## src/rtl/tlvc_pkg.sv

```systemverilog
// shared types, constants and arithmetic helpers for the tensor contraction block
package tlvc_pkg;

	localparam int MaxVectors = 1024;
	localparam int IdxW       = $clog2(MaxVectors);
	localparam int LenW       = 11;
	localparam int DataW      = 32;
	localparam int AccW       = 48;
	localparam int ProdW      = 2 * DataW;
	localparam int FracW      = 16;
	localparam int CfgIdxW    = 2;
	localparam int SliceW     = 2;

	// configuration register indexes
	localparam logic [CfgIdxW-1:0] RegCoeffFirst  = 2'd0;
	localparam logic [CfgIdxW-1:0] RegCoeffSecond = 2'd1;
	localparam logic [CfgIdxW-1:0] RegCoeffThird  = 2'd2;
	localparam logic [CfgIdxW-1:0] RegSliceLen    = 2'd3;

	// slice codes
	localparam logic [SliceW-1:0] SliceFirst  = 2'd0;
	localparam logic [SliceW-1:0] SliceSecond = 2'd1;
	localparam logic [SliceW-1:0] SliceThird  = 2'd2;

	typedef logic signed [DataW-1:0] data_t;
	typedef logic signed [AccW-1:0]  acc_t;
	typedef logic signed [ProdW-1:0] prod_t;
	typedef logic [IdxW-1:0]         idx_t;
	typedef logic [LenW-1:0]         len_t;
	typedef logic [SliceW-1:0]       slice_t;

	localparam data_t DataMax = {1'b0, {(DataW-1){1'b1}}};
	localparam data_t DataMin = {1'b1, {(DataW-1){1'b0}}};
	localparam acc_t  AccMax  = {1'b0, {(AccW-1){1'b1}}};
	localparam acc_t  AccMin  = {1'b1, {(AccW-1){1'b0}}};

	typedef struct packed {
		data_t coeff_first;
		data_t coeff_second;
		data_t coeff_third;
		len_t  slice_len;
	} cfg_t;

	typedef struct packed {
		data_t  x;
		data_t  y;
		data_t  z;
		data_t  coeff;
		idx_t   idx;
		slice_t slice;
		logic   last;
	} s1_t;

	typedef struct packed {
		acc_t x;
		acc_t y;
		acc_t z;
	} acc3_t;

	typedef struct packed {
		acc_t x;
		acc_t y;
		acc_t z;
		logic emit;
		logic last;
	} s3_t;

	// product in Q16.16, floor rounding; the value always fits the accumulator
	function automatic acc_t prod_q16(prod_t p);
		prod_q16 = acc_t'(p[ProdW-1:FracW]);
	endfunction

	// accumulator add with saturation to the accumulator range
	function automatic acc_t add_sat(acc_t a, acc_t b);
		logic [AccW:0] s;
		s = {a[AccW-1], a} + {b[AccW-1], b};
		if (s[AccW] != s[AccW-1]) begin
			add_sat = s[AccW] ? AccMin : AccMax;
		end else begin
			add_sat = acc_t'(s[AccW-1:0]);
		end
	endfunction

	// narrow an accumulator to the output width with saturation
	function automatic data_t sat_data(acc_t v);
		if ((&v[AccW-1:DataW-1]) || !(|v[AccW-1:DataW-1])) begin
			sat_data = data_t'(v[DataW-1:0]);
		end else begin
			sat_data = v[AccW-1] ? DataMin : DataMax;
		end
	endfunction

endpackage

```

## src/rtl/tlvc_cfg.sv

```systemverilog
// configuration registers: slice weights and slice length
module tlvc_cfg (
	input  logic                          clk,
	input  logic                          arst_n,
	input  logic                          cfg_we,
	input  logic [tlvc_pkg::CfgIdxW-1:0]  cfg_idx,
	input  logic [tlvc_pkg::DataW-1:0]    cfg_wdata,
	output tlvc_pkg::cfg_t                cfg
);

	tlvc_pkg::cfg_t cfg_q;

	always_ff @(posedge clk or negedge arst_n) begin
		if (!arst_n) begin
			cfg_q.coeff_first  <= '0;
			cfg_q.coeff_second <= '0;
			cfg_q.coeff_third  <= '0;
			cfg_q.slice_len    <= tlvc_pkg::len_t'(1);
		end else if (cfg_we) begin
			case (cfg_idx)
				tlvc_pkg::RegCoeffFirst:  cfg_q.coeff_first  <= tlvc_pkg::data_t'(cfg_wdata);
				tlvc_pkg::RegCoeffSecond: cfg_q.coeff_second <= tlvc_pkg::data_t'(cfg_wdata);
				tlvc_pkg::RegCoeffThird:  cfg_q.coeff_third  <= tlvc_pkg::data_t'(cfg_wdata);
				tlvc_pkg::RegSliceLen:    cfg_q.slice_len    <= cfg_wdata[tlvc_pkg::LenW-1:0];
				default: begin
				end
			endcase
		end
	end

	assign cfg = cfg_q;

endmodule

```

## config.mk

```make
export PLATFORM = sky130hd
export DESIGN_NAME = tlvc_cfg
export DESIGN_NICKNAME = d
export VERILOG_FILES = /design/src/rtl/tlvc_pkg.sv /design/src/rtl/tlvc_cfg.sv
export SDC_FILE = /design/constraint.sdc
export NUM_CORES = 1
export LEC_CHECK = 0
export BUFFER_PORTS_ARGS = -buffer_cell sky130_fd_sc_hd__buf_2
export CAP_MARGIN = 40
export CORE_ASPECT_RATIO = 0.75
export CORE_MARGIN = 4
export CORE_UTILIZATION = 31
export DETAILED_ROUTE_END_ITERATION = 8
export GPL_TIMING_DRIVEN = 0
export PLACE_DENSITY = 0.57
export RECOVER_POWER = 100
export SLEW_MARGIN = 20
export SYNTH_ARGS = -nofsm -noshare
export SYNTH_HDL_FRONTEND = slang
export SYNTH_SLANG_ARGS = --single-unit
```

## constraint.sdc

```tcl
create_clock -name clk -period 2 [get_ports clk]
set_input_delay 0.2 -clock clk [delete_from_list [all_inputs] [get_ports clk]]
set_output_delay 0.2 -clock clk [all_outputs]
set_load 0.1 [all_outputs]
```

==> out/results.tsv <==
metric	value	unit
outcome	completed	
RSZ-0062 raised after global routing	no	
CP top delay family	flip-flops	
Leakage	0.00249	µW
largest family of logic cells by synthesized area	multiplexers	
CTS clk-pin slew, worst paths	70	ps
Pwr Total	8630	µW
CTS Root Cell	clkbuf_16	
syn avg cell area	17.7	µm²
Ys Warns	0	
final cycle utilization of the critical path	0.758	
die area	14900	µm²
Switching Fraction	0.520	
GRT Residual Overflow	0	
Boundary Pins	144	
class of the worst hold path	primary input to flip-flop	
final core utilization	0.417	
CP max stage cell	dfstp_2	
H-tree levels	3	
VDD IR max	0.000786	V
Critical Path AT	1320	ps
largest net degree at the start of global routing	69	
Buf+Inv Stages, Crit Path	1	
RD Place Congestion	0.714	
Initial Util	0.322	
Mapped Nets	265	
crit-path max FO	2	
row cnt	35	
CTS sink cnt	107	
Routed Wire Length	9090	µm
vias in the first global route	2694	
post-synthesis sequential area ratio	0.664	
max reg flops	107	
Post-Synth Adder-Cell Area	0	
endpoints failing setup	0	
synthesized instance count	228	
CP required	1800	ps
dpl hpwl	6660	µm
initial antenna violation count	0	
synthesis-to-finish area growth	29.5	%
Clock Tree Buf Depth	2	
via/cell ratio	4.49	
mapped cell area	4040	µm²
simple-gate share of the synthesized area	0.0115	
CTS Buf Count	9	
Final Hold Fails	0	
Rel. slew slack	0.320	
min cycle time layout	1520	ps
area of the multi-input gates	1230	µm²
FF+latch count, synth	107	
P_sw	4480	µW
Die Width	140	µm
n_diodes	0	
Port Buffer Count	143	
FF/Latch Area	2680	µm²
Core Area	12500	µm²
Vias	2492	
WL/cell	16.4	µm
Sequential Power Share	0.323	
pwr dens	1650	nW/µm²
FMAX	660	MHz
first drt pass iteration count	4	
clock share of power	0.201	
CTS tree	built	
Nets	421	
Crit Path Class	flip-flop to output pin	
Fill cells	1213	
CP max stage delay	520	ps
DRC	0	
first-pass GRT wire length	14900	µm
Worst Clk Skew	0	ps
Skew-Pair Late Insertion Delay	330	ps
Die Height	107	µm
Synth Area in Compound Gates	0	
Pint	4140	µW
post-CTS setup buffers	0	
DR iter-0 viols	37	
worst-margin pin slew	1020	ps
Critical Path Sink Type	output pin	
max_cap viols	0	
critical path startpoint category	flip-flop	
mux cell area share after synthesis	0.299	
GRT Total Usage	0.127	
XOR/XNOR Fraction of Synth Area	0	
Max Slew Vio Count	0	
Cell Chain, Critical Path	clkbuf_2	
Distinct cells, synth	11	
layout cells sized above 1	0.684	
Gate power share	0.476	
post-route ant nets	0	
==> path summary, 6_finish.rpt <==
kind / end / startpoint / slack (ps) / cells after the start
max: cfg[0] / cfg[0] / 480 / 1
min in group asynchronous: cfg[96] / arst_n / 580 / 2
max reg2reg: cfg[36] / cfg[36] / 1190 / 1
min reg2reg: cfg[103] / cfg[103] / 490 / 1
max in group asynchronous: cfg[0] / arst_n / 540 / 3
min: cfg[104] / cfg_wdata[29] / 110 / 2
==> power groups by stage <==
| stage | registers [µW] | logic (µW) | clock network [µW] |
|---|---|---|---|
| 2_1_floorplan | 5840 | 423 | 0 |
| 3_3_place_gp | 2790 | 4140 | 0 |
| 3_5_place_dp | 2810 | 4160 | 0 |
| 4_1_cts | 2780 | 4170 | 1810 |
| 5_1_grt | 2840 | 4220 | 1900 |
| 6_report | 2790 | 4110 | 1730 |
==> timing repair <==
action / in CTS / in global routing
endpoints found under the hold margin: 39 / 0
gates resized for setup: 0 / 0
hold buffers: 1 / 0
setup endpoints to repair: 0 / 0
==> synth_stat cells <==
master | number | area (µm²)
dfrtp_1 | 106 | 2650
mux2_2 | 105 | 1180
buf_6 | 4 | 45.0
clkbuf_8 | 3 | 41.3
buf_4 | 2 | 15.0
mux2_1 | 2 | 22.5
nand3b_2 | 2 | 22.5
buf_2 | 1 | 5.00
dfstp_2 | 1 | 26.3
nand3_1 | 1 | 5.00
nor3b_4 | 1 | 18.8
==> stage by stage <==
stage	hold slack, ps	TNS (ps)	setup WS (ps)	area [µm²]	std cells
2_1_floorplan	-95.6	0	720	4040	228
3_3_place_gp	445	-43340	-418	4960	537
3_5_place_dp	130	0	572	4990	538
4_1_cts	95.4	0	493	5300	555
5_1_grt	103	0	342	5230	555
6_report	115	0	485	5230	555
==> final cells by class <==
| type | instances | share of cell area |
|---|---|---|
| clock buffers | 12 | 0.0510 |
| repair buffers | 145 | 0.144 |
| plain buffers | 10 | 0.0115 |
| flip-flops and latches | 107 | 0.512 |
| well taps | 166 | 0.0397 |
| clock inverters | 4 | 0.00598 |
| multi-input cells | 111 | 0.236 |
==> logic make-up (layout without fill, tap and decap cells) <==
logic type / Yosys count / after routing
multiplexers: 107 / 107
flip-flops: 107 / 107
buffers and inverters: 10 / 171
AND/OR/NAND/NOR: 4 / 4
==> cells in the final DEF (no fill, tap or decap) <==
master,netlist,final
mux2_1,2,3
clkbuf_1,0,9
clkbuf_2,0,99
inv_6,0,2
buf_6,4,3
clkinv_4,0,1
mux2_2,105,104
buf_2,1,42
dlygate4sd3_1,0,1
dfrtp_1,106,106
nand3_1,1,1
buf_16,0,1
clkbuf_16,0,9
nor3b_1,0,1
nand3b_1,0,2
clkbuf_8,3,3
dfstp_2,1,1
clkinv_2,0,1
==> routing by layer <==
| layer | vias up | routed length [µm] | GRT usage |
|---|---|---|---|
| met5 | - | 0 | 0 |
| met4 | 0 | 85 | 0.0290 |
| met3 | 9 | 780 | 0.0562 |
| met2 | 89 | 4120 | 0.196 |
| met1 | 1269 | 4100 | 0.166 |
| li1 | 1125 | - | - |
(Power assumes the default switching activity.)
