==> src/rtl/tlvc_pkg.sv <==
// shared types, constants and arithmetic helpers for the tensor contraction block
package tlvc_pkg;

	localparam int MaxVectors = 1024;
	localparam int IdxW       = $clog2(MaxVectors);
	localparam int LenW       = 11;
	localparam int DataW      = 32;
	localparam int AccW       = 48;
	localparam int ProdW      = 2 * DataW;
	localparam int FracW      = 16;
	localparam int CfgIdxW    = 2;
	localparam int SliceW     = 2;

	// configuration register indexes
	localparam logic [CfgIdxW-1:0] RegCoeffFirst  = 2'd0;
	localparam logic [CfgIdxW-1:0] RegCoeffSecond = 2'd1;
	localparam logic [CfgIdxW-1:0] RegCoeffThird  = 2'd2;
	localparam logic [CfgIdxW-1:0] RegSliceLen    = 2'd3;

	// slice codes
	localparam logic [SliceW-1:0] SliceFirst  = 2'd0;
	localparam logic [SliceW-1:0] SliceSecond = 2'd1;
	localparam logic [SliceW-1:0] SliceThird  = 2'd2;

	typedef logic signed [DataW-1:0] data_t;
	typedef logic signed [AccW-1:0]  acc_t;
	typedef logic signed [ProdW-1:0] prod_t;
	typedef logic [IdxW-1:0]         idx_t;
	typedef logic [LenW-1:0]         len_t;
	typedef logic [SliceW-1:0]       slice_t;

	localparam data_t DataMax = {1'b0, {(DataW-1){1'b1}}};
	localparam data_t DataMin = {1'b1, {(DataW-1){1'b0}}};
	localparam acc_t  AccMax  = {1'b0, {(AccW-1){1'b1}}};
	localparam acc_t  AccMin  = {1'b1, {(AccW-1){1'b0}}};

	typedef struct packed {
		data_t coeff_first;
		data_t coeff_second;
		data_t coeff_third;
		len_t  slice_len;
	} cfg_t;

	typedef struct packed {
		data_t  x;
		data_t  y;
		data_t  z;
		data_t  coeff;
		idx_t   idx;
		slice_t slice;
		logic   last;
	} s1_t;

	typedef struct packed {
		acc_t x;
		acc_t y;
		acc_t z;
	} acc3_t;

	typedef struct packed {
		acc_t x;
		acc_t y;
		acc_t z;
		logic emit;
		logic last;
	} s3_t;

	// product in Q16.16, floor rounding; the value always fits the accumulator
	function automatic acc_t prod_q16(prod_t p);
		prod_q16 = acc_t'(p[ProdW-1:FracW]);
	endfunction

	// accumulator add with saturation to the accumulator range
	function automatic acc_t add_sat(acc_t a, acc_t b);
		logic [AccW:0] s;
		s = {a[AccW-1], a} + {b[AccW-1], b};
		if (s[AccW] != s[AccW-1]) begin
			add_sat = s[AccW] ? AccMin : AccMax;
		end else begin
			add_sat = acc_t'(s[AccW-1:0]);
		end
	endfunction

	// narrow an accumulator to the output width with saturation
	function automatic data_t sat_data(acc_t v);
		if ((&v[AccW-1:DataW-1]) || !(|v[AccW-1:DataW-1])) begin
			sat_data = data_t'(v[DataW-1:0]);
		end else begin
			sat_data = v[AccW-1] ? DataMin : DataMax;
		end
	endfunction

endpackage

==> src/rtl/tlvc_if.sv <==
// valid/ready stream interfaces for input vectors and result vectors
interface tlvc_in_if;
	logic                valid;
	logic                ready;
	tlvc_pkg::data_t     comp_x;
	tlvc_pkg::data_t     comp_y;
	tlvc_pkg::data_t     comp_z;

	modport source (output valid, output comp_x, output comp_y, output comp_z, input ready);
	modport sink   (input valid, input comp_x, input comp_y, input comp_z, output ready);
endinterface


==> src/rtl/tlvc_front.sv <==
// input stage: slice/vector position tracking, weight select, first pipeline register
module tlvc_front (
	input  logic            clk,
	input  logic            arst_n,
	tlvc_in_if.sink         vec,
	input  tlvc_pkg::cfg_t  cfg,
	input  logic            ready_dn,
	output logic            v_s1,
	output tlvc_pkg::s1_t   d_s1
);

	tlvc_pkg::slice_t slice_q;
	tlvc_pkg::idx_t   vidx_q;
	tlvc_pkg::len_t   eff_len;
	tlvc_pkg::len_t   pos_next;
	tlvc_pkg::data_t  coeff_sel;
	logic             ready_s1;
	logic             take;
	logic             end_of_slice;

	assign ready_s1  = !v_s1 || ready_dn;
	assign vec.ready = ready_s1;
	assign take      = vec.valid && ready_s1;

	// zero counts as one, anything past the memory depth is clamped
	always_comb begin
		if (cfg.slice_len == '0) begin
			eff_len = tlvc_pkg::len_t'(1);
		end else if (cfg.slice_len > tlvc_pkg::len_t'(tlvc_pkg::MaxVectors)) begin
			eff_len = tlvc_pkg::len_t'(tlvc_pkg::MaxVectors);
		end else begin
			eff_len = cfg.slice_len;
		end
	end

	assign pos_next     = tlvc_pkg::len_t'(vidx_q) + tlvc_pkg::len_t'(1);
	assign end_of_slice = (pos_next >= eff_len);

	always_comb begin
		case (slice_q)
			tlvc_pkg::SliceFirst:  coeff_sel = cfg.coeff_first;
			tlvc_pkg::SliceSecond: coeff_sel = cfg.coeff_second;
			default:               coeff_sel = cfg.coeff_third;
		endcase
	end

	always_ff @(posedge clk or negedge arst_n) begin
		if (!arst_n) begin
			slice_q <= tlvc_pkg::SliceFirst;
			vidx_q  <= '0;
		end else if (take) begin
			if (end_of_slice) begin
				vidx_q  <= '0;
				slice_q <= (slice_q == tlvc_pkg::SliceThird) ? tlvc_pkg::SliceFirst
					: slice_q + tlvc_pkg::slice_t'(1);
			end else begin
				vidx_q <= vidx_q + tlvc_pkg::idx_t'(1);
			end
		end
	end

	always_ff @(posedge clk or negedge arst_n) begin
		if (!arst_n) begin
			v_s1 <= 1'b0;
		end else if (ready_s1) begin
			v_s1 <= vec.valid;
		end
	end

	always_ff @(posedge clk) begin
		if (take) begin
			d_s1.x     <= vec.comp_x;
			d_s1.y     <= vec.comp_y;
			d_s1.z     <= vec.comp_z;
			d_s1.coeff <= coeff_sel;
			d_s1.idx   <= vidx_q;
			d_s1.slice <= slice_q;
			d_s1.last  <= end_of_slice;
		end
	end

endmodule

==> src/flat_wrapper.sv <==
// flat-port wrapper written by rule: the top's interface ports become plain ports
module tlvc_front_flat 
  (clk, arst_n, cfg, ready_dn, v_s1, d_s1, vec_valid, vec_comp_x, vec_comp_y, vec_comp_z, vec_ready);
  tlvc_in_if vec_i ();
  input  logic clk;
  input  logic arst_n;
  input  tlvc_pkg::cfg_t cfg;
  input  logic ready_dn;
  output logic v_s1;
  output tlvc_pkg::s1_t d_s1;
  input wire logic [$bits(vec_i.valid)-1:0] vec_valid;
  input wire logic [$bits(vec_i.comp_x)-1:0] vec_comp_x;
  input wire logic [$bits(vec_i.comp_y)-1:0] vec_comp_y;
  input wire logic [$bits(vec_i.comp_z)-1:0] vec_comp_z;
  output wire logic [$bits(vec_i.ready)-1:0] vec_ready;
  assign vec_i.valid = vec_valid;
  assign vec_i.comp_x = vec_comp_x;
  assign vec_i.comp_y = vec_comp_y;
  assign vec_i.comp_z = vec_comp_z;
  assign vec_ready = vec_i.ready;
  tlvc_front u_core (.clk(clk), .arst_n(arst_n), .vec(vec_i), .cfg(cfg), .ready_dn(ready_dn), .v_s1(v_s1), .d_s1(d_s1));
endmodule
==> config.mk <==
export PLATFORM = sky130hd
export DESIGN_NAME = tlvc_front_flat
export DESIGN_NICKNAME = d
export VERILOG_FILES = /design/src/rtl/tlvc_pkg.sv /design/src/rtl/tlvc_if.sv /design/src/rtl/tlvc_front.sv /design/src/flat_wrapper.sv
export SDC_FILE = /design/constraint.sdc
export NUM_CORES = 1
export LEC_CHECK = 0
export ABC_AREA = 0
export ABC_CLOCK_PERIOD_IN_PS = 7500
export BUFFER_PORTS_ARGS = -buffer_cell sky130_fd_sc_hd__buf_2
export CAP_MARGIN = 15
export CORE_AREA = 2 2 136 138
export CTS_BUF_LIST = sky130_fd_sc_hd__clkbuf_8
export DETAILED_ROUTE_END_ITERATION = 16
export DIE_AREA = 0 0 138 140
export PLACE_DENSITY_LB_ADDON = 0.1
export SKIP_CTS_REPAIR_TIMING = 1
export SLEW_MARGIN = 30
export SYNTH_ARGS = -nofsm -noshare
export SYNTH_HDL_FRONTEND = slang
export SYNTH_SLANG_ARGS = --single-unit
==> constraint.sdc <==
create_clock -name clk -period 7.5 [get_ports clk]
set_input_delay 1.5 -clock clk [delete_from_list [all_inputs] [get_ports clk]]
set_output_delay 1.5 -clock clk [all_outputs]
set_load 0.01 [all_outputs]
==> flow_summary.toml <==
[timing]
rsz0062_at_grt = "no"
setup_tns_ns = 0
max_freq_mhz = 282.9
min_period_ns = 3.535
max_slew.worst_pin.slew_ns = 0.9379
finalHoldViolCount = 0
fin_crit_sh_pct = 47.14
finalSetupViolCount = 0
slew_viol_final = 0
slew_headroom_pct = 37.47
finalClockSkew_ns = 0.01098

[synth]
synth_flop_cell = "edfxtp_1"
synth_edf_count = 141
syn_inst = 374
synth_seq_cells = 154
yosys_warnings = 0
synthesis.nets = 593
async_flop_share_pct = 8.442
syn_avg_cell_area_sq_um = 15.84
synth-seq-area-share_pct = 76.98
synth_cell_types = 32
synth_area_sq_mm = 0.005923

[worst_setup_path]
worstRegToRegCells = 10
timing.rr.end = "u_core.slice_q[1]"
slowest_delay_ns = 0.82
worstSetupEndpointType = "register"
critPathSlowestCell = "buf_4"
crit_path_max_fanout = 76
critPathLaunchType = "input pin"
crit_required_ns = 7.57
r2r_slack_ns = 4.63
path_cells = "buf_2 > nand2b_1 > nand2_1 > inv_6 > buf_4"
path_class = "input pin to register"
critPathArrivalTime_ns = 3.61
worst_r2r_startpoint = "u_core.vidx_q[2]"

[clock_tree]
clock_latency_ns = 0.46
clk_pin_slew_ns = 0.09
htreeDepth = 4
cts_made_buffers = 17
cts.sink_count = 154
tritoncts = "yes"
cts-root-buf = "clkbuf_8"
clockBufferDepth = 2

[floorplan]
start_util_pct = 33.31
die_x_um = 138
num_io_pins = 350
rows = 49
die_y_um = 140
dieArea_sq_mm = 0.01932
core_sq_mm = 0.01778

[grt]
grt_pass1_vias = 4572
grt_max_degree = 77
grt_pass1_wl_mm = 25.92
antenna_found_initial = 2
grt_usage_pct = 17.79
grt-ovfl-total = 0

[power]
p_per_area_mw_per_mm2 = 269.5
irDropWorstVdd_uv = 137.1
power.leakage_uw = 0.003665

[job]
maxCapViolations = 0

[detailed_routing]
ant_nets = 0
dr.pass1.iters = 4
via_per_inst = 4.513
vias = 4387
avgRoutedWirePerCell_um = 17.70
drt_iter0_markers = 194
route.detailed.drc = 0
drt-total-wl_mm = 17.21

[outcome]
outcome = "finished, final reports clean"

[hold_path]
min_from = "u_core.vidx_q[1]"
holdPathStages = 0
hold_end = "u_core.d_s1[4]"
min_path_type = "register to register"

[placement]
place.detailed.hpwl_mm = 13.27
dp_cells = 938
gp_congestion = 0.8325
port_buffers = 349

[layout]
fin_cells = 972
layout-drive-gt1-share_pct = 52.90
fin_nets = 947
synthToLayoutAreaGrowth_pct = 40.30
## layout by cell type, fill, tap and decap left out, types with 5 or more instances in the layout
| master | n |
|---|---|
| buf_2 | 349 |
| edfxtp_1 | 141 |
| nand2_1 | 60 |
| o21ai_0 | 40 |
| mux2i_1 | 32 |
| clkbuf_8 | 17 |
| ha_1 | 12 |
| dfrtp_1 | 11 |
| a21oi_1 | 7 |
| nand3_1 | 6 |
| nor2_1 | 5 |
| inv_8 | 5 |
## through the flow
step | power (uW) | worst slack [ns] | hold WS, ns | utilization, % | instance area [sq um]
after floorplan | 1449 | 1.654 | 0.4196 | - | 5923
after global placement | 1659 | 3.605 | 0.5150 | 44.46 | 7905
after detailed placement | 1666 | 3.513 | 0.5248 | 44.49 | 7910
after CTS | 2277 | 4.009 | 0.5457 | 46.71 | 8305
after global routing | 2381 | 3.821 | 0.5722 | 46.74 | 8310
final | 2239 | 3.965 | 0.5437 | 46.74 | 8310
## state kept, by name, indices dropped and copies added, names as in the netlist
signal / cells
u_core.slice_q: 2
u_core.vidx_q: 10
u_core.d_s1: 141
u_core.v_s1: 1
## report_power, final
part | internal, uW | switching, uW
clock network | 249 | 356
logic | 206 | 224
registers | 1080 | 127
total | 1530 | 707
## logic make-up (layout without fill, tap and decap cells)
kind of cell | count (synthesis) | after routing | synth area share (%)
compound gates | 55 | 55 | 5.048
fa+ha+maj | 12 | 12 | 2.535
flops | 154 | 154 | 76.98
other cells | 0 | 2 | 0
buf+inv | 21 | 388 | 1.500
simple gates | 91 | 91 | 6.866
xor+xnor | 7 | 7 | 1.289
mux | 34 | 34 | 5.788
## worst max path at each step
stage                     startpoint                to  slack (ns)  depth (start not counted)
after floorplan             ready_dn    u_core.d_s1[0]        1.65                          3
after global placement      ready_dn  u_core.d_s1[104]        3.60                          5
after detailed placement    ready_dn   u_core.d_s1[53]        3.51                          5
after CTS                   ready_dn   u_core.d_s1[23]        4.01                          5
after global routing        ready_dn   u_core.d_s1[39]        3.82                          5
final                       ready_dn   u_core.d_s1[23]        3.96                          5
## critical path: cells and delay by family
kind                   cells  cell delay [ns]
buffers and inverters      3             1.48
AND/OR/NAND/NOR            2             0.46
## Yosys cell counts, types with 2 or more instances
master,number,area (sq um)
nor2_1,5,18.77
xor2_1,3,26.28
and2_1,3,18.77
nand4_1,3,18.77
dfrtp_1,13,325.3
xnor2_1,2,17.52
a21oi_1,7,35.03
o22ai_1,2,12.51
nand3_1,6,30.03
clkinv_1,2,7.510
buf_2,5,25.02
inv_1,4,15.01
nor2b_1,2,12.51
mux2_2,2,22.52
a31oi_1,2,12.51
nand2b_1,3,18.77
clkbuf_1,8,30.03
a41o_1,3,30.03
mux2i_1,32,320.3
and3_1,3,18.77
nand3_2,2,20.02
edfxtp_1,141,4234
nand2_1,60,225.2
o21ai_0,40,200.2
xnor2_2,2,32.53
ha_1,12,150.1
nor3_1,2,10.01
## metal layers
layer / routed length [um] / GRT usage [%] / vias up
li1: - / - / 2108
met1: 6474 / 19.76 / 2060
met2: 9250 / 32.33 / 190
met3: 1085 / 4.957 / 29
met4: 399 / 7.089 / 0
met5: 0 / 0 / -
## layout make-up
cell class | instances | area (sq um)
Tap cell | 229 | 286.5
Timing Repair Buffer | 350 | 1754
Sequential cell | 154 | 4567
Clock buffer | 17 | 234.0
Inverter | 6 | 27.53
Fill cell | 1710 | 9469
Multi-Input combinational cell | 199 | 1275
Antenna cell | 2 | 5.005
Clock inverter | 15 | 161.4
(Power assumes the default switching activity.)
