--- config.mk ---
export PLATFORM = sky130hd
export DESIGN_NAME = tlvc_out_flat
export DESIGN_NICKNAME = d
export VERILOG_FILES = /design/src/rtl/tlvc_pkg.sv /design/src/rtl/tlvc_if.sv /design/src/rtl/tlvc_out.sv /design/src/flat_wrapper.sv
export SDC_FILE = /design/constraint.sdc
export NUM_CORES = 1
export LEC_CHECK = 0
export BUFFER_PORTS_ARGS = -buffer_cell sky130_fd_sc_hd__buf_2
export CORE_MARGIN = 2
export CORE_UTILIZATION = 40
export CTS_BUF_LIST = sky130_fd_sc_hd__clkbuf_16
export CTS_CLUSTER_DIAMETER = 40
export CTS_CLUSTER_SIZE = 16
export DETAILED_ROUTE_END_ITERATION = 7
export GPL_TIMING_DRIVEN = 0
export PLACE_DENSITY_LB_ADDON = 0.2
export SKIP_LAST_GASP = 1
export SYNTH_ARGS = -nofsm -noshare
export SYNTH_HDL_FRONTEND = slang
export SYNTH_SLANG_ARGS = --single-unit
--- constraint.sdc ---
create_clock -name clk -period 6.3 [get_ports clk]
set_input_delay 1.26 -clock clk [delete_from_list [all_inputs] [get_ports clk]]
set_output_delay 1.26 -clock clk [all_outputs]
set_load 0.02 [all_outputs]
--- src/rtl/tlvc_pkg.sv ---
// shared types, constants and arithmetic helpers for the tensor contraction block
package tlvc_pkg;

	localparam int MaxVectors = 1024;
	localparam int IdxW       = $clog2(MaxVectors);
	localparam int LenW       = 11;
	localparam int DataW      = 32;
	localparam int AccW       = 48;
	localparam int ProdW      = 2 * DataW;
	localparam int FracW      = 16;
	localparam int CfgIdxW    = 2;
	localparam int SliceW     = 2;

	// configuration register indexes
	localparam logic [CfgIdxW-1:0] RegCoeffFirst  = 2'd0;
	localparam logic [CfgIdxW-1:0] RegCoeffSecond = 2'd1;
	localparam logic [CfgIdxW-1:0] RegCoeffThird  = 2'd2;
	localparam logic [CfgIdxW-1:0] RegSliceLen    = 2'd3;

	// slice codes
	localparam logic [SliceW-1:0] SliceFirst  = 2'd0;
	localparam logic [SliceW-1:0] SliceSecond = 2'd1;
	localparam logic [SliceW-1:0] SliceThird  = 2'd2;

	typedef logic signed [DataW-1:0] data_t;
	typedef logic signed [AccW-1:0]  acc_t;
	typedef logic signed [ProdW-1:0] prod_t;
	typedef logic [IdxW-1:0]         idx_t;
	typedef logic [LenW-1:0]         len_t;
	typedef logic [SliceW-1:0]       slice_t;

	localparam data_t DataMax = {1'b0, {(DataW-1){1'b1}}};
	localparam data_t DataMin = {1'b1, {(DataW-1){1'b0}}};
	localparam acc_t  AccMax  = {1'b0, {(AccW-1){1'b1}}};
	localparam acc_t  AccMin  = {1'b1, {(AccW-1){1'b0}}};

	typedef struct packed {
		data_t coeff_first;
		data_t coeff_second;
		data_t coeff_third;
		len_t  slice_len;
	} cfg_t;

	typedef struct packed {
		data_t  x;
		data_t  y;
		data_t  z;
		data_t  coeff;
		idx_t   idx;
		slice_t slice;
		logic   last;
	} s1_t;

	typedef struct packed {
		acc_t x;
		acc_t y;
		acc_t z;
	} acc3_t;

	typedef struct packed {
		acc_t x;
		acc_t y;
		acc_t z;
		logic emit;
		logic last;
	} s3_t;

	// product in Q16.16, floor rounding; the value always fits the accumulator
	function automatic acc_t prod_q16(prod_t p);
		prod_q16 = acc_t'(p[ProdW-1:FracW]);
	endfunction

	// accumulator add with saturation to the accumulator range
	function automatic acc_t add_sat(acc_t a, acc_t b);
		logic [AccW:0] s;
		s = {a[AccW-1], a} + {b[AccW-1], b};
		if (s[AccW] != s[AccW-1]) begin
			add_sat = s[AccW] ? AccMin : AccMax;
		end else begin
			add_sat = acc_t'(s[AccW-1:0]);
		end
	endfunction

	// narrow an accumulator to the output width with saturation
	function automatic data_t sat_data(acc_t v);
		if ((&v[AccW-1:DataW-1]) || !(|v[AccW-1:DataW-1])) begin
			sat_data = data_t'(v[DataW-1:0]);
		end else begin
			sat_data = v[AccW-1] ? DataMin : DataMax;
		end
	endfunction

endpackage

--- src/rtl/tlvc_if.sv ---


interface tlvc_out_if;
	logic                valid;
	logic                ready;
	tlvc_pkg::data_t     out_x;
	tlvc_pkg::data_t     out_y;
	tlvc_pkg::data_t     out_z;
	logic                last_of_tensor;

	modport source (output valid, output out_x, output out_y, output out_z,
		output last_of_tensor, input ready);
	modport sink   (input valid, input out_x, input out_y, input out_z,
		input last_of_tensor, output ready);
endinterface

--- src/rtl/tlvc_out.sv ---
// output register: narrows sums to 32 bits and drops items that give no result
module tlvc_out (
	input  logic            clk,
	input  logic            arst_n,
	input  logic            v_s3,
	input  tlvc_pkg::s3_t   d_s3,
	output logic            ready_up,
	tlvc_out_if.source      res
);

	logic            v_s4;
	tlvc_pkg::data_t x_s4;
	tlvc_pkg::data_t y_s4;
	tlvc_pkg::data_t z_s4;
	logic            last_s4;

	assign ready_up = !v_s4 || res.ready;

	always_ff @(posedge clk or negedge arst_n) begin
		if (!arst_n) begin
			v_s4 <= 1'b0;
		end else if (ready_up) begin
			v_s4 <= v_s3 && d_s3.emit;
		end
	end

	always_ff @(posedge clk) begin
		if (ready_up && v_s3 && d_s3.emit) begin
			x_s4    <= tlvc_pkg::sat_data(d_s3.x);
			y_s4    <= tlvc_pkg::sat_data(d_s3.y);
			z_s4    <= tlvc_pkg::sat_data(d_s3.z);
			last_s4 <= d_s3.last;
		end
	end

	assign res.valid          = v_s4;
	assign res.out_x          = x_s4;
	assign res.out_y          = y_s4;
	assign res.out_z          = z_s4;
	assign res.last_of_tensor = last_s4;

endmodule

--- src/flat_wrapper.sv ---
// flat-port wrapper written by rule: the top's interface ports become plain ports
module tlvc_out_flat 
  (clk, arst_n, v_s3, d_s3, ready_up, res_valid, res_out_x, res_out_y, res_out_z, res_last_of_tensor, res_ready);
  tlvc_out_if res_i ();
  input  logic clk;
  input  logic arst_n;
  input  logic v_s3;
  input  tlvc_pkg::s3_t d_s3;
  output logic ready_up;
  output wire logic [$bits(res_i.valid)-1:0] res_valid;
  output wire logic [$bits(res_i.out_x)-1:0] res_out_x;
  output wire logic [$bits(res_i.out_y)-1:0] res_out_y;
  output wire logic [$bits(res_i.out_z)-1:0] res_out_z;
  output wire logic [$bits(res_i.last_of_tensor)-1:0] res_last_of_tensor;
  input wire logic [$bits(res_i.ready)-1:0] res_ready;
  assign res_valid = res_i.valid;
  assign res_out_x = res_i.out_x;
  assign res_out_y = res_i.out_y;
  assign res_out_z = res_i.out_z;
  assign res_last_of_tensor = res_i.last_of_tensor;
  assign res_i.ready = res_ready;
  tlvc_out u_core (.clk(clk), .arst_n(arst_n), .v_s3(v_s3), .d_s3(d_s3), .ready_up(ready_up), .res(res_i));
endmodule
==> results of run 1 <==
-- state kept, by name (all words and copies together) (netlist names) --
name	cells
u_core.res.last_of_tensor	1
u_core.res.out_x	32
u_core.res.out_y	32
u_core.res.out_z	32
u_core.res.valid	1
-- final cells by class --
class | count | share of cell area [%]
timing repair buffer | 251 | 22.5
clock buffer | 9 | 3.87
sequential | 98 | 50.5
multi-input combinational | 127 | 17.3
buffer | 21 | 2.52
clock inverter | 5 | 0.430
tap | 133 | 2.86
-- synth_stat cells --
cell,number
a21o_1,90
a21o_2,3
a41oi_1,3
buf_6,9
clkbuf_1,12
dfrtp_1,1
edfxtp_1,97
nand2_1,2
nand2b_1,1
nand4_1,9
nand4_2,3
nor2b_1,1
nor4_1,12
o41ai_4,3
-- kinds of logic (layout without fill, tap and decap cells) --
group                  Yosys count  after routing  synth area share (%)
and+or+nand+nor                 28             28                  4.63
buffers and inverters           21            286                  3.58
AOI/OAI and AO/OA               99             99                  19.9
DFF                             98             98                  71.9
-- worst min-delay path: stages (launching register included) --
cell and delay (ns):
dfrtp_1 0.34, nand2b_1 0.09, nand2_1 0.06
-- path summary, 6_finish.rpt --
check                                  from                   end  slack [ns]  cells after the start
setup / recovery                  res_ready              ready_up        3.35                      3
hold / removal             u_core.res.valid      u_core.res.valid        0.53                      2
setup reg to reg           u_core.res.valid  u_core.res.out_y[24]        4.49                      4
hold reg to reg            u_core.res.valid      u_core.res.valid        0.53                      2
max in group asynchronous            arst_n      u_core.res.valid        5.53                      1
min in group asynchronous            arst_n      u_core.res.valid        0.69                      1
-- report_power, final --
part           total [mW]  internal [mW]  switching (mW)
clock network       0.480          0.259           0.221
logic               0.200         0.0889           0.111
registers           0.759          0.753         0.00605
-- metrics by stage --
step,hold WS (ns),utilization [%],instance area (sq um)
after floorplan,0.763,-,4090
after global placement,0.481,55.7,5490
after detailed placement,0.511,56.4,5570
after CTS,0.528,59.0,5820
after global routing,0.554,59.0,5820
final,0.527,59.0,5820
-- routing by layer --
metal,vias to the layer above,global-route usage [%]
li1,1506,-
met1,1484,20.3
met2,159,33.6
met3,18,5.36
met4,0,7.81
met5,-,0
==> summary.md, run 1 <==
| Metric | Value |
|---|---|
| Post-CTS resize count | 0 |
| Layout cell share with drive strength beyond 1 | 55.2% |
| First-pass GRT wire length | between 15000 and 20000 um |
| Core Footprint | 9860 sq um |
| GRT Resource Usage Total | a little under a fifth |
| P_leak | about 2.7 nW |
| Post-synthesis sequential area ratio | between 70% and 80% |
| Antenna Violating Nets Remaining | 0 |
| Final Slew Violations | 0 |
| Crit-path slowest cell | buf_2 |
| CP delay by family, top | buffers and inverters |
| Max_cap viols | 0 |
| Via Count | 3167 |
| Largest net degree at the start of global routing | 37 |
| Vias in the first global route | roughly 3300 |
| Clk buf depth | 2 |
| Share of the synthesized area in the top cell type | a little under three quarters |
| Max incr delay on CP | ~0.17 ns |
| GPL Wtd Cong | 0.760 |
| WL met1 | 3800 um |
| Pwr dens | ~250 nW/um^2 |
| Storage cell area | 2940 sq um |
| Via density per instance | 4.92 |
| Post-CTS Setup Inserts | 0 |
| Placed wire-length estimate | roughly 8000 um |
| Post-Place Worst Slack | ~3.4 ns |
| Initial antenna violation count | 0 |
| Initial drt markers | 126 |
| Layout Skew | approximately 0.0075 ns |
| CP bufs+invs | 2 |
| Synthesized flop and latch total | 98 |
| Setup ws final | between 3 and 4 ns |
| Max Used Layer | met4 |
| Critical path class | in -> out |
| # clock sinks | between 90 and 100 |
| Status | complete, no violations |
| Met2 Wirelength | 5530 um |
| Fill count | approximately 830 |
| # hold bufs at CTS | 0 |
| Clk slew on worst S/H paths | about 0.070 ns |
| Ports | 249 |
| Hold crit path type | reg -> reg |
| Mean Syn Cell Area | between 15 and 20 sq um |
| Pwr Total | between 1 and 1.5 mW |
| Die Y | 105 um |
| Setup TNS Final | 0 ns |
| Total CTS buffers | 9 |
| Setup crit start kind | input port |
| Met3 WL | 799 um |
| Die extent in x | ~110 um |
| CTS HTree Levels | 3 |
| Yosys top cell by area | edfxtp_1 |
| Total Routed Length | 10300 um |
| Crit share post-route | a little under half |
| Detailed Routing Iterations Pass 1 | 4 |
| Commonest cells after routing, fill and taps aside | buf_2, edfxtp_1, a21o_1 |
| Synth-to-layout area growth | 42.4% |
| Synthesized area | 4080 sq um |
| Arrival time at the worst endpoint | 1.69 ns |
| Input/output buffers | between 200 and 250 |
| Initial Util | 41.4% |
| Gate Count Post-Synth | 246 |
| Worst slew pin tran | 0.590 ns |
| Fmax | roughly 340 MHz |
| Finish-stage setup viols | 0 |
| Root buf cell | clkbuf_16 |
| Endpoints failing hold | 0 |
| Slew HR | around three fifths |
| Multi-input gate area | slightly above 1000 sq um |
| Cells along the critical path | buf_2 -> nand2b_1 -> buf_2 |
| Post-route minimum period | 2.95 ns |
| ANT cells | 0 |
| CTS tree | yes |
| DR WL/cell | 16.1 um |
| Total grt overflow | 0 |
| Nets@finish | between 600 and 700 |
| Most common cell after layout, fill and taps aside | buf_2 |
| Clk Latency, worst-skew pair | roughly 0.33 ns |
| Final Non-Filler Cells | 644 |
| Placed Cells | between 600 and 700 |
| Maximum vdd ir drop | 0.000119 V |
| Synth Net Count | 396 |
| Top cell by count, worst path | buf_2 |
| Yosys cell types | 14 |
| Die footprint | roughly 11000 sq um |
| CP Capture Type | output pin |
| Number of cell rows | 36 |
| Drt drc | 0 |
| RSZ-0062 raised after global routing | false |
| Synth top area cells | edfxtp_1, a21o_1, buf_6, o41ai_4, nor4_1 |
| Req. time, crit path | between 5 and 6 ns |
| Synth warn | 0 |
| Worst-path maximum fanout | 3 |
Power figures use the tool's default switching activity.
==> run 2, diff against run 1 <==
clock period = 2.75 ns   (was 6.3 ns; I/O delays follow)
==> run 2 against run 1 <==
  * Cell area is 0.88% higher
  * Count of clock-buffer cells in the layout unchanged
  * Register-to-register slack got worse by 3.6 ns
==> summary.md, run 2 (same netlist as run 1, synthesis figures left out) <==
| Metric | Value |
|---|---|
| Reg2Reg Launch Point | u_core.res.valid |
| Initial antenna violation count | 0 (unchanged) |
| Finish-stage setup viols | 0 (unchanged) |
| Clk Latency, worst-skew pair | 0.32 ns (about the same) |
| Storage cell area | 2940 sq um (unchanged) |
| Setup crit start kind | flip-flop |
| Total Routed Length | 9830 um (-5.0%) |
| Start point of the critical path | u_core.res.valid |
| Maximum vdd ir drop | 0.000299 V (+150%) |
| Crit share post-route | 68.4% |
| CP delay by family, top | simple AND/OR/NAND/NOR gates |
| CP Capture Type | flip-flop |
| CP bufs+invs | 1 (-1) |
| Clk slew on worst S/H paths | 0.07 ns (about the same) |
| Worst slew pin tran | 0.948 ns (+0.358 ns) |
| Min-Delay Startpoint | d_s3[0] |
| Max incr delay on CP | 0.78 ns (+0.61 ns) |
| Fmax | about 530 MHz |
| Int Power | 2.72 mW (+150%) |
| P_leak | 2.76 nW (+0.88%) |
| Total CTS buffers | 9 (unchanged) |
| Placed wire-length estimate | 7730 um (-3.6%) |
| Reg2Reg Depth | 3 (-1) |
| Worst-path maximum fanout | 35 (+32) |
| Input/output buffers | 248 (unchanged) |
| Post-CTS Setup Inserts | 0 (unchanged) |
| Total grt overflow | 0 (unchanged) |
| Synth-to-layout area growth | 43.7% |
| Largest net degree at the start of global routing | 36 (-2.7%) |
| Critical path class | reg -> reg |
| Most common cell after layout, fill and taps aside | buf_2 |
| Slew HR | 36.6% (-24 points) |
| Root buf cell | clkbuf_16 |
| Post-CTS resize count | 0 (unchanged) |
| Initial drt markers | 128 (+1.6%) |
| Die extent in x | 105 um (unchanged) |
| Max_cap viols | 0 (unchanged) |
| Initial Util | 41.4% (unchanged) |
| Pwr Total | 3.50 mW (+140%) |
| Comb power frac | 12.9% (-1.0 points) |
| CTS tree | yes |
| Detailed Routing Iterations Pass 1 | 4 (unchanged) |
| Psw | 0.780 mW (+130%) |
| Req. time, crit path | 2.77 ns (-2.27 ns) |
| Layout Skew | 0.00891 ns (+0.00136 ns) |
| Post-route minimum period | 1.88 ns |
| ANT cells | 0 (unchanged) |
| Hold crit path type | in -> reg |
| Commonest cells after routing, fill and taps aside | buf_2, edfxtp_1, a21o_1 |
| Hold Crit Depth | 1 (-1) |
| GPL Wtd Cong | 0.765 (+0.62%) |
| Die footprint | 11000 sq um (unchanged) |
| Multi-input gate area | 1010 sq um (+0.25%) |
| Nets@finish | 658 (unchanged) |
| Drt drc | 0 (unchanged) |
| Register share of total power | 49.7% (-3.1 points) |
| Worst reg2reg endpoint | u_core.res.out_z[13] |
| Final Slew Violations | 0 (unchanged) |
| First-pass GRT wire length | 15400 um (-4.1%) |
| Core Footprint | 9860 sq um (unchanged) |
| DR WL/cell | 15.2 um (-5.3%) |
| Cells along the critical path | nand2b_2 -> nor2b_4 -> buf_12 |
| Clock power share | 37.4% (+4.1 points) |
| Clk buf depth | 2 (unchanged) |
| Number of cell rows | 36 (unchanged) |
| CTS HTree Levels | 3 (unchanged) |
| Status | complete, no violations |
| Layout cell share with drive strength beyond 1 | 55.6% (+0.37 points) |
| Endpoints failing hold | 0 (unchanged) |
| Ports | 249 (unchanged) |
| Arrival time at the worst endpoint | 1.90 ns (+0.21 ns) |
| Antenna Violating Nets Remaining | 0 (unchanged) |
| Setup TNS Final | 0 ns (unchanged) |
| Switching Share | 22.3% (-1.2 points) |
| Critical path depth | 3 (unchanged) |
| Crit-path slowest cell | nor2b_4 |
| Die Y | 105 um (unchanged) |
| Hold Path End | u_core.res.last_of_tensor |
| # hold bufs at CTS | 1 (+1) |
| R2r setup slk | 0.87 ns (-3.62 ns) |
| # clock sinks | 98 (unchanged) |
| Via Count | 3163 (-0.13%) |
| Via density per instance | 4.90 (-0.44%) |
| Fill count | 840 (+0.72%) |
| GRT Resource Usage Total | 17.7% (-0.88 points) |
| RSZ-0062 raised after global routing | false |
| Vias in the first global route | 3216 (-1.4%) |
| Pwr dens | 597 nW/um^2 (+140%) |
-- run 2: changes by cell type in the layout (fill, tap and decap cells not counted), sizes merged --
cell         previous run  this run
buf                   260       259
bufinv                  0         2
clkinv                  3         4
clkinvlp                1         0
dlygate4sd3             0         1
-- run 2: routing by layer --
metal  track usage, %  part of all wire (%)
met1             20.1                    37
met2             31.2                    52
met3             5.55                   9.1
met4             6.57                   1.6
met5                0                     0
-- run 2: worst register-to-register path: stages (launching register included) --
cell and delay [ns]:
dfrtp_1 0.38, nand2b_2 0.09, nor2b_4 0.78, buf_12 0.31
-- run 2: how the worst max path moves through the flow --
stage	to	slack, ns
after floorplan	u_core.res.last_of_tensor	0.08
after global placement	u_core.res.out_y[19]	-0.45
after detailed placement	u_core.res.out_z[18]	0.52
after CTS	u_core.res.out_x[22]	0.80
after global routing	u_core.res.out_x[18]	0.70
final	u_core.res.out_z[13]	0.87
-- run 2: through the flow --
stage | hold slack (ns) | area (sq um) | utilization [%] | setup slack [ns] | std cells
6_report | 0.401 | 5870 | 59.5 | 0.869 | 646
3_5_place_dp | 0.325 | 5540 | 56.2 | 0.523 | 629
2_1_floorplan | 0.254 | 4090 | - | 0.0759 | 246
5_1_grt | 0.385 | 5870 | 59.5 | 0.701 | 646
4_1_cts | 0.393 | 5870 | 59.5 | 0.802 | 646
3_3_place_gp | 0.325 | 5500 | 55.8 | -0.447 | 627
-- run 2: power groups by stage --
stage | clock network (mW) | registers, mW | logic [mW]
after global placement | 0 | 1.77 | 0.437
final | 1.31 | 1.74 | 0.452
after global routing | 1.39 | 1.75 | 0.493
after floorplan | 0 | 1.86 | 0.153
after detailed placement | 0 | 1.77 | 0.456
after CTS | 1.35 | 1.74 | 0.459
-- run 2: layout make-up --
type,count,share of cell area [%]
multi-input cells,127,17.2
plain buffers,21,2.49
well taps,133,2.84
flip-flops and latches,98,50.1
repair buffers,251,22.0
clock inverters,7,1.56
clock buffers,9,3.84
==> run 3, diff against run 2 <==
CORE_UTILIZATION = 39   (was 40)
clock period = 1.6 ns   (was 2.75 ns; I/O delays follow)
==> run 3 against run 2 <==
  * Cell area about the same
  * Power increased by 64%
  * Non-clock buffer count rose by 2
  * Utilization down 2.2 points
  * Maximum frequency increased by 24%
  * First-iteration DRC count down 3.9%
  * Register-to-register slack worse by 0.78 ns
  * Sequential share of layout area is 0.053 points higher
  * Critical endpoint is now u_core.res.out_y[1]
  * Largest cell class unchanged
  * Highest routed layer unchanged
==> summary.md, run 3 (same netlist as run 1, synthesis figures left out) <==
| Metric | Value |
|---|---|
| Die footprint | 11300 sq um (+2.5%) |
| Worst-path maximum fanout | 31 (-11%) |
| Pwr Total | 5.73 mW (+64%) |
| Finish-stage setup viols | 0 (unchanged) |
| Post-route cell area | 5860 sq um (about the same) |
| GRT Resource Usage Total | 17.3% (-0.47 points) |
| Clk slew on worst S/H paths | 0.07 ns (about the same) |
| CP Capture Type | flip-flop |
| Max_cap viols | 0 (unchanged) |
| ANT cells | 0 (unchanged) |
| Die Y | 106 um (+1.2%) |
| Largest net degree at the start of global routing | 63 (+75%) |
| Die extent in x | 106 um (+1.2%) |
| Initial Util | 39.9% (-1.5 points) |
| Top cell by count, worst path | buf_12 |
| Total grt overflow | 0 (unchanged) |
| Crit share post-route | 94.5% (+26 points) |
| Drt drc | 0 (unchanged) |
| Via density per instance | 4.87 (-0.61%) |
| Setup crit start kind | flip-flop |
| Total Routed Length | 10100 um (+3.3%) |
| GPL Wtd Cong | 0.768 (+0.44%) |
| Root buf cell | clkbuf_16 |
| RSZ-0062 raised after global routing | false |
| Antenna Violating Nets Remaining | 0 (unchanged) |
| Critical path class | reg -> reg |
| Req. time, crit path | 1.64 ns (-1.13 ns) |
| Placed wire-length estimate | 7800 um (+0.80%) |
| Start point of the critical path | u_core.res.valid |
| Via Count | 3168 (+0.16%) |
| Vias in the first global route | 3193 (-0.72%) |
| Number of cell rows | 37 (+2.8%) |
| CTS tree | yes |
| Layout Skew | 0.00431 ns (-0.00460 ns) |
| Worst slew pin tran | 0.486 ns (-0.462 ns) |
| Commonest cells after routing, fill and taps aside | buf_2, edfxtp_1, a21o_1 |
| Post-route minimum period | 1.51 ns (-0.369 ns) |
| First-pass GRT wire length | 15000 um (-2.5%) |
| Ports | 249 (unchanged) |
| Reg2Reg Depth | 4 (+1) |
| Status | complete, no violations |
| Final Slew Violations | 0 (unchanged) |
| End of the critical path | u_core.res.out_y[1] |
| Initial antenna violation count | 0 (unchanged) |
| Detailed Routing Iterations Pass 1 | 4 (unchanged) |
| Crit-path slowest cell | dfrtp_2 |
| CTS HTree Levels | 3 (unchanged) |
| # clock sinks | 98 (unchanged) |
| DR WL/cell | 15.6 um (+2.5%) |
| Clk Latency, worst-skew pair | 0.33 ns (about the same) |
| Clk buf depth | 2 (unchanged) |
| Initial drt markers | 123 (-3.9%) |
| Endpoints failing hold | 0 (unchanged) |
| Fin Hold WS | 0.160 ns (-0.241 ns) |
| Pwr dens | 978 nW/um^2 (+64%) |
| Max incr delay on CP | 0.43 ns (-0.35 ns) |
| Total CTS buffers | 9 (unchanged) |
| P_leak | 2.75 nW (-0.41%) |
| Area after DPL | 5570 sq um (+0.54%) |
| Most common cell after layout, fill and taps aside | buf_2 |
| Core Footprint | 10200 sq um (+3.7%) |
| Maximum vdd ir drop | 0.000563 V (+88%) |
| Worst reg2reg endpoint | u_core.res.out_y[1] |
| R2r setup slk | 0.09 ns (-0.78 ns) |
| Arrival time at the worst endpoint | 1.55 ns (-0.35 ns) |
| Slew HR | 67.6% (+31 points) |
| Synth-to-layout area growth | 43.6% (about the same) |
| Cells along the critical path | nand2b_4 -> nor2b_4 -> buf_12 -> buf_12 |
| Input/output buffers | 248 (unchanged) |
| Reg2Reg Launch Point | u_core.res.valid |
| Nets@finish | 660 (+0.30%) |
| Hold crit path type | in -> reg |
| Fill count | 875 (+4.2%) |
| Fmax | 661 MHz (+24%) |
| Layout cell share with drive strength beyond 1 | 55.9% (+0.37 points) |
run 3: cell count changes in the layout (fill, tap and decap cells not counted):
cell	before	now
clkinv_4	1	0
nand2b_2	1	0
buf_4	0	1
bufinv_16	2	0
dfrtp_2	0	1
dfrtp_1	1	0
nand2b_4	0	1
clkinvlp_4	0	3
clkbuf_16	9	10
run 3: worst min-delay path by stage:
stage,startpoint,slack (ns),cells after the start,endpoint
6_report,d_s3[0],0.16,1,u_core.res.last_of_tensor
5_1_grt,d_s3[0],0.15,1,u_core.res.last_of_tensor
4_1_cts,d_s3[0],0.14,1,u_core.res.last_of_tensor
3_5_place_dp,arst_n,0.10,1,u_core.res.valid
3_3_place_gp,arst_n,0.09,1,u_core.res.valid
2_1_floorplan,arst_n,0.02,0,u_core.res.valid
run 3: cell type report:
cell class	instances	area, sq um	area share (%)
flip-flops and latches	98	2940	50.1
repair buffers	253	1320	22.6
multi-input cells	127	1010	17.3
clock buffers	9	225	3.84
well taps	136	170	2.90
plain buffers	21	146	2.50
clock inverters	7	45.0	0.768
run 3: repair_timing:
item	CTS	global route
resized for setup	0	0
buffers inserted	1	0
gates cloned	0	1
endpoints found under the hold margin	1	0
pin swaps	0	0
hold buffers	1	0
endpoints found under the setup margin	58	22
run 3: worst max-delay path, delay by kind of cell (launching register included):
kind | cells | cell delay [ns]
flops | 1 | 0.43
buf+inv | 2 | 0.45
simple gates | 2 | 0.31
run 3: where the power goes:
| group | internal [mW] | total (mW) | switching (mW) | leakage [nW] |
|---|---|---|---|---|
| clock network | 1.05 | 1.95 | 0.905 | 0.125 |
| registers | 2.97 | 2.99 | 0.0254 | 0.896 |
| logic | 0.354 | 0.791 | 0.437 | 1.73 |
run 3: routing by layer:
layer / GRT usage (%) / part of all wire, %
met1: 18.9 / 38
met2: 29.5 / 50
met3: 6.19 / 9.6
met4: 8.74 / 2.7
met5: 0 / 0
run 3: through the flow:
step                worst slack, ns  instances  util [%]  TNS, ns
finish                       0.0883        651      57.3        0
global route                 0.0240        651      57.3        0
CTS                          0.0443        650      57.1        0
detailed placement           -0.339        633      54.5   -24.35
global placement              -1.39        630      53.9  -143.44
floorplan                    -0.902        246         -   -87.48
